==> config.mk <==
export PLATFORM = sky130hd
export DESIGN_NAME = ydd_divider
export DESIGN_NICKNAME = d
export VERILOG_FILES = /design/src/sv/yolo_detection_decode_macros.svh /design/src/sv/ydd_pkg.sv /design/src/sv/ydd_divider.sv
export SDC_FILE = /design/constraint.sdc
export NUM_CORES = 1
export LEC_CHECK = 0
export ABC_AREA = 1
export BUFFER_PORTS_ARGS = -buffer_cell sky130_fd_sc_hd__clkbuf_2
export CORE_UTILIZATION = 40
export CTS_CLUSTER_DIAMETER = 120
export CTS_CLUSTER_SIZE = 28
export DETAILED_ROUTE_END_ITERATION = 12
export GPL_ROUTABILITY_DRIVEN = 0
export SETUP_SLACK_MARGIN = 0.05
export SLEW_MARGIN = 10
export SYNTH_ARGS = -nofsm -noshare
export SYNTH_HDL_FRONTEND = slang
export SYNTH_SLANG_ARGS = --single-unit
export TNS_END_PERCENT = 100
==> constraint.sdc <==
create_clock -name clk_i -period 4.2 [get_ports clk_i]
set_input_delay 0.63 -clock clk_i [delete_from_list [all_inputs] [get_ports clk_i]]
set_output_delay 0.63 -clock clk_i [all_outputs]
set_load 0.1 [all_outputs]
==> src/sv/yolo_detection_decode_macros.svh <==
// Assertion macros shared by the detection decoder RTL.
// Depends on nothing; users must provide clk_i and rst_ni in scope.
`ifndef YOLO_DETECTION_DECODE_MACROS_SVH
`define YOLO_DETECTION_DECODE_MACROS_SVH

// Same-cycle implication, disabled during reset.
`define YDD_ASSERT_NOW(lbl, ante, cons, msg) \
  lbl: assert property (@(posedge clk_i) disable iff (!rst_ni) (ante) |-> (cons)) \
    else $error(msg);

// Next-cycle implication, disabled during reset.
`define YDD_ASSERT_NEXT(lbl, ante, cons, msg) \
  lbl: assert property (@(posedge clk_i) disable iff (!rst_ni) (ante) |=> (cons)) \
    else $error(msg);

`endif

==> src/sv/ydd_pkg.sv <==
// Package for the detection decoder: sizes, positions, register indexes and types.
// Depends on nothing; imported by every module of the block.
package ydd_pkg;

  localparam int NUM_CLASSES     = 80;
  localparam int MAX_ANCHORS     = 65536;
  localparam int OBJ_POS         = 4;
  localparam int FIRST_CLASS_POS = 5;
  localparam int LAST_POS        = FIRST_CLASS_POS + NUM_CLASSES;

  localparam int POS_W    = 7;
  localparam int ANCHOR_W = 16;
  localparam int DIM_W    = 14;
  localparam int THR_W    = 17;
  localparam int EDGE_W   = 30;
  localparam int SCORE_W  = 17;
  localparam int CLASS_W  = 7;
  localparam int DIVD_W   = 49;
  localparam int DIVS_W   = DIM_W + 1;

  // Configuration register indexes.
  localparam logic [2:0] REG_CONF_THR  = 3'd0;
  localparam logic [2:0] REG_MULTI     = 3'd1;
  localparam logic [2:0] REG_NET_H     = 3'd2;
  localparam logic [2:0] REG_NET_W     = 3'd3;
  localparam logic [2:0] REG_IMG_H     = 3'd4;
  localparam logic [2:0] REG_IMG_W     = 3'd5;

  typedef struct packed {
    logic busy;
    logic done;
  } ydd_div_status_t;

endpackage

==> src/sv/ydd_divider.sv <==
// Radix-2 restoring divider, one quotient bit per cycle, shared by all box edges.
// Depends on ydd_pkg for operand widths and the status struct.
module ydd_divider
  import ydd_pkg::*;
(
  input  logic                 clk_i,
  input  logic                 rst_ni,
  input  logic                 start_i,
  input  logic [DIVD_W-1:0]    dividend_i,
  input  logic [DIVS_W-1:0]    divisor_i,
  output logic [DIVD_W-1:0]    quotient_o,
  output ydd_div_status_t      status_o
);

  localparam int CNT_W = $clog2(DIVD_W + 1);

  logic [DIVS_W-1:0] rem_q, rem_d;
  logic [DIVD_W-1:0] quo_q, quo_d;
  logic [DIVS_W-1:0] div_q;
  logic [CNT_W-1:0]  cnt_q;
  logic              busy_q, done_q;
  logic [DIVS_W:0]   trial;
  logic              take;

  assign trial = {rem_q, quo_q[DIVD_W-1]};
  assign take  = trial >= {1'b0, div_q};

  always_comb begin
    rem_d = take ? DIVS_W'(trial - {1'b0, div_q}) : trial[DIVS_W-1:0];
    quo_d = {quo_q[DIVD_W-2:0], take};
  end

  always_ff @(posedge clk_i or negedge rst_ni) begin
    if (!rst_ni) begin
      busy_q <= 1'b0;
      done_q <= 1'b0;
      cnt_q  <= '0;
    end else begin
      done_q <= 1'b0;
      if (start_i) begin
        busy_q <= 1'b1;
        cnt_q  <= CNT_W'(DIVD_W);
      end else if (busy_q) begin
        cnt_q <= cnt_q - 1'b1;
        if (cnt_q == CNT_W'(1)) begin
          busy_q <= 1'b0;
          done_q <= 1'b1;
        end
      end
    end
  end

  always_ff @(posedge clk_i) begin
    if (start_i) begin
      rem_q <= '0;
      quo_q <= dividend_i;
      div_q <= divisor_i;
    end else if (busy_q) begin
      rem_q <= rem_d;
      quo_q <= quo_d;
    end
  end

  assign quotient_o = quo_q;
  assign status_o   = '{busy: busy_q, done: done_q};

endmodule

==> results.py <==
metrics = {
    "status": {
        "outcome": "complete, no violations",
    },
    "timing": {
        "hold_viol_final": 0,
        "worst_slew_pin_slew_ps": 1128,
        "maxSlewHeadroom_pct": 24.67,
        "fin_skew_ps": 6.858,
        "period_needed_ps": 2386,
        "max_freq_ghz": 0.4191,
        "drv_slew": 0,
        "finalSetupTns_ps": 0,
        "rsz0062_at_grt": "no",
        "setup_viol": 0,
        "min_period_over_period_pct": 56.81,
    },
    "logic_synthesis": {
        "synthCells": 569,
        "yosysSeqAreaShare_pct": 51.41,
        "avgSynthCellArea_sq_um": 8.281,
        "syn-num-nets": 654,
        "netlist_area_sq_um": 4712,
        "ys_warn_count": 0,
        "ys_seq_elements": 87,
        "ys_types": 36,
    },
    "setup_path": {
        "end_kind": "flop",
        "cp_cell_sequence": "nor2_1, inv_2, o21ai_0",
        "cp.required_ps": 4430,
        "start_kind": "flop",
        "setup.worst_path.class": "reg2reg",
        "cp.arrival_ps": 2610,
        "cp_slowest_cell": "nor2_1",
        "cp_max_fo": 55,
        "slowest_delay_ps": 710,
    },
    "cts": {
        "ctsResizeCount": 0,
        "cts-root-buf": "clkbuf_16",
        "cts_tree": "built",
        "cts_hold_buffers": 0,
        "htree_levels": 3,
        "clk_latency_ps": 330,
        "cts_buffers": 9,
        "cts_sinks": 87,
        "post-cts-setup-buffer-count": 0,
        "clockBufferDepth": 2,
        "clk_pin_slew_ps": 60,
    },
    "placed_design": {
        "placed_area_sq_um": 5376,
        "dp_hpwl_um": 7814,
        "place_inst": 812,
        "placement.io_buffers": 117,
    },
    "detailed_routing": {
        "remaining_drc_errors": 0,
        "drt_iter0_drc": 194,
        "ant_nets": 0,
        "drtPass1Iterations": 5,
        "wl_um": 10590,
        "wire_per_inst_um": 12.79,
        "vias_per_cell": 4.711,
        "route.vias.total": 3901,
    },
    "die": {
        "start_util_pct": 41.09,
        "ios": 118,
        "dieArea_sq_um": 12220,
        "die_w_um": 110.5,
        "die_y_um": 110.5,
        "core_sq_um": 11470,
        "core.rowCount": 39,
    },
    "job": {
        "maxCapViolCount": 0,
    },
    "power_and_ir_drop": {
        "power.share.sequential_pct": 34.4,
        "leakagePower_nw": 3.027,
        "vdd_ir_drop_max_mv": 0.3258,
        "combinationalPowerShare_pct": 40.2,
        "swShare_pct": 40.42,
        "power.density_nw_per_um2": 575.2,
        "switching_power_w": 0.001322,
        "p_int_w": 0.001948,
        "pwr-share-clk_pct": 25.4,
    },
    "global_routing": {
        "antenna_found_initial": 0,
        "grt_pass1_wl_um": 18460,
        "overflow": 0,
        "grt_max_degree": 69,
        "grt_use_total_pct": 18.66,
        "grt_pass1_vias": 3945,
    },
    "cells_and_area": {
        "final_cell_area_sq_um": 5684,
        "antenna_cells": 0,
        "drive_above_1_share_pct": 22.63,
        "final_common_cell": "nand2_1",
        "syn_to_final_growth_pct": 20.63,
        "nets": 765,
        "stdcell_count": 828,
        "final_cell_mix": "nand2_1, clkbuf_2, inv_1, edfxtp_1, nand3_1",
    },
    "worst_hold_path": {
        "hold_path.class": "in2async",
    },
}
state kept, by name, summed over array words and instances, names as in the netlist:
name        cells
cnt_q           6
rem_q          15
busy_q          1
done_q          1
div_q          15
quotient_o     49
cells in the mapped netlist, drive strengths merged:
library cell	instances	area share [%]
nand3	45	5.4
edfxtp	64	41
nand4	4	0.53
a21oi	10	1.4
and2	1	0.13
ha	17	4.5
xor2	3	0.56
o22ai	1	0.13
fa	1	0.42
o21ai	10	1.1
xnor2	3	0.56
nand2	265	22
clkbuf	11	0.88
dfrtp	8	4.2
a31oi	1	0.13
nand3b	6	0.96
nor2	22	2.5
inv	72	5.7
nor3	3	0.32
dfxtp	15	6.4
buf	7	1.4
cells by family after synthesis:
kind of cell	share of synthesized area, %
adder cells (fa/ha/maj)	4.939
XOR/XNOR	1.115
buffers and inverters	8.019
AO/OA/AOI/OAI	2.709
flip-flops	51.41
AND/OR/NAND/NOR	31.81
power by group through the flow:
stage | Sequential [W] | Clock [W] | Combinational (W)
2_1_floorplan | 0.00148 | 0 | 0.000765
3_3_place_gp | 0.00114 | 0 | 0.00130
3_5_place_dp | 0.00114 | 0 | 0.00132
4_1_cts | 0.00113 | 0.000849 | 0.00132
5_1_grt | 0.00114 | 0.000888 | 0.00146
6_report | 0.00113 | 0.000829 | 0.00131
final cells by class:
class | instances | area [sq um]
Clock buffer | 13 | 240.2
Clock inverter | 3 | 67.56
Fill cell | 1108 | 5783
Inverter | 72 | 270.3
Multi-Input combinational cell | 392 | 1912
Sequential cell | 87 | 2422
Tap cell | 143 | 178.9
Timing Repair Buffer | 118 | 593.1
worst paths after layout:
kind	end	startpoint	cells past startpoint	slack [ps]
worst min register to register	rem_q[6]$_SDFFE_PP0P_	rem_q[6]$_SDFFE_PP0P_	2	470
worst max register to register	rem_q[0]$_SDFFE_PP0P_	busy_q$_DFF_PN0_	3	1810
worst max-delay path	rem_q[0]$_SDFFE_PP0P_	busy_q$_DFF_PN0_	3	1810
min in group clk_i	rem_q[6]$_SDFFE_PP0P_	rem_q[6]$_SDFFE_PP0P_	2	470
max in group asynchronous	busy_q$_DFF_PN0_	rst_ni	1	3870
worst min-delay path	cnt_q[0]$_DFFE_PN0P_	rst_ni	1	140
worst max-delay path, delay by kind of cell (launching register included):
family / cells / cell delay [ps]
and+or+nand+nor: 1 / 710
buffers and inverters: 1 / 690
DFF: 1 / 460
AOI/OAI and AO/OA: 1 / 390
stage by stage:
| step | hold slack [ps] | worst slack [ps] | power (W) | util, % |
|---|---|---|---|---|
| floorplan | 334.4 | 1550 | 0.002241 | - |
| global placement | 459.5 | 1571 | 0.002444 | 46.88 |
| detailed placement | 468.4 | 1554 | 0.002457 | 46.88 |
| CTS | 138.6 | 1786 | 0.003298 | 49.57 |
| global route | 145.2 | 1567 | 0.003488 | 49.57 |
| finish | 141.3 | 1814 | 0.003270 | 49.57 |
per-layer routing:
layer  share of wire [%]  up-vias  track usage (%)  wire length, um
li1                    -     2026                -                -
met1                  47     1775            24.36             4944
met5                   0        -                0                0
met4                0.95        0            7.556              101
met2                  46       93            29.73             4859
met3                 6.5        7            4.501              683
No activity file was read; power rests on OpenSTA's default activity.
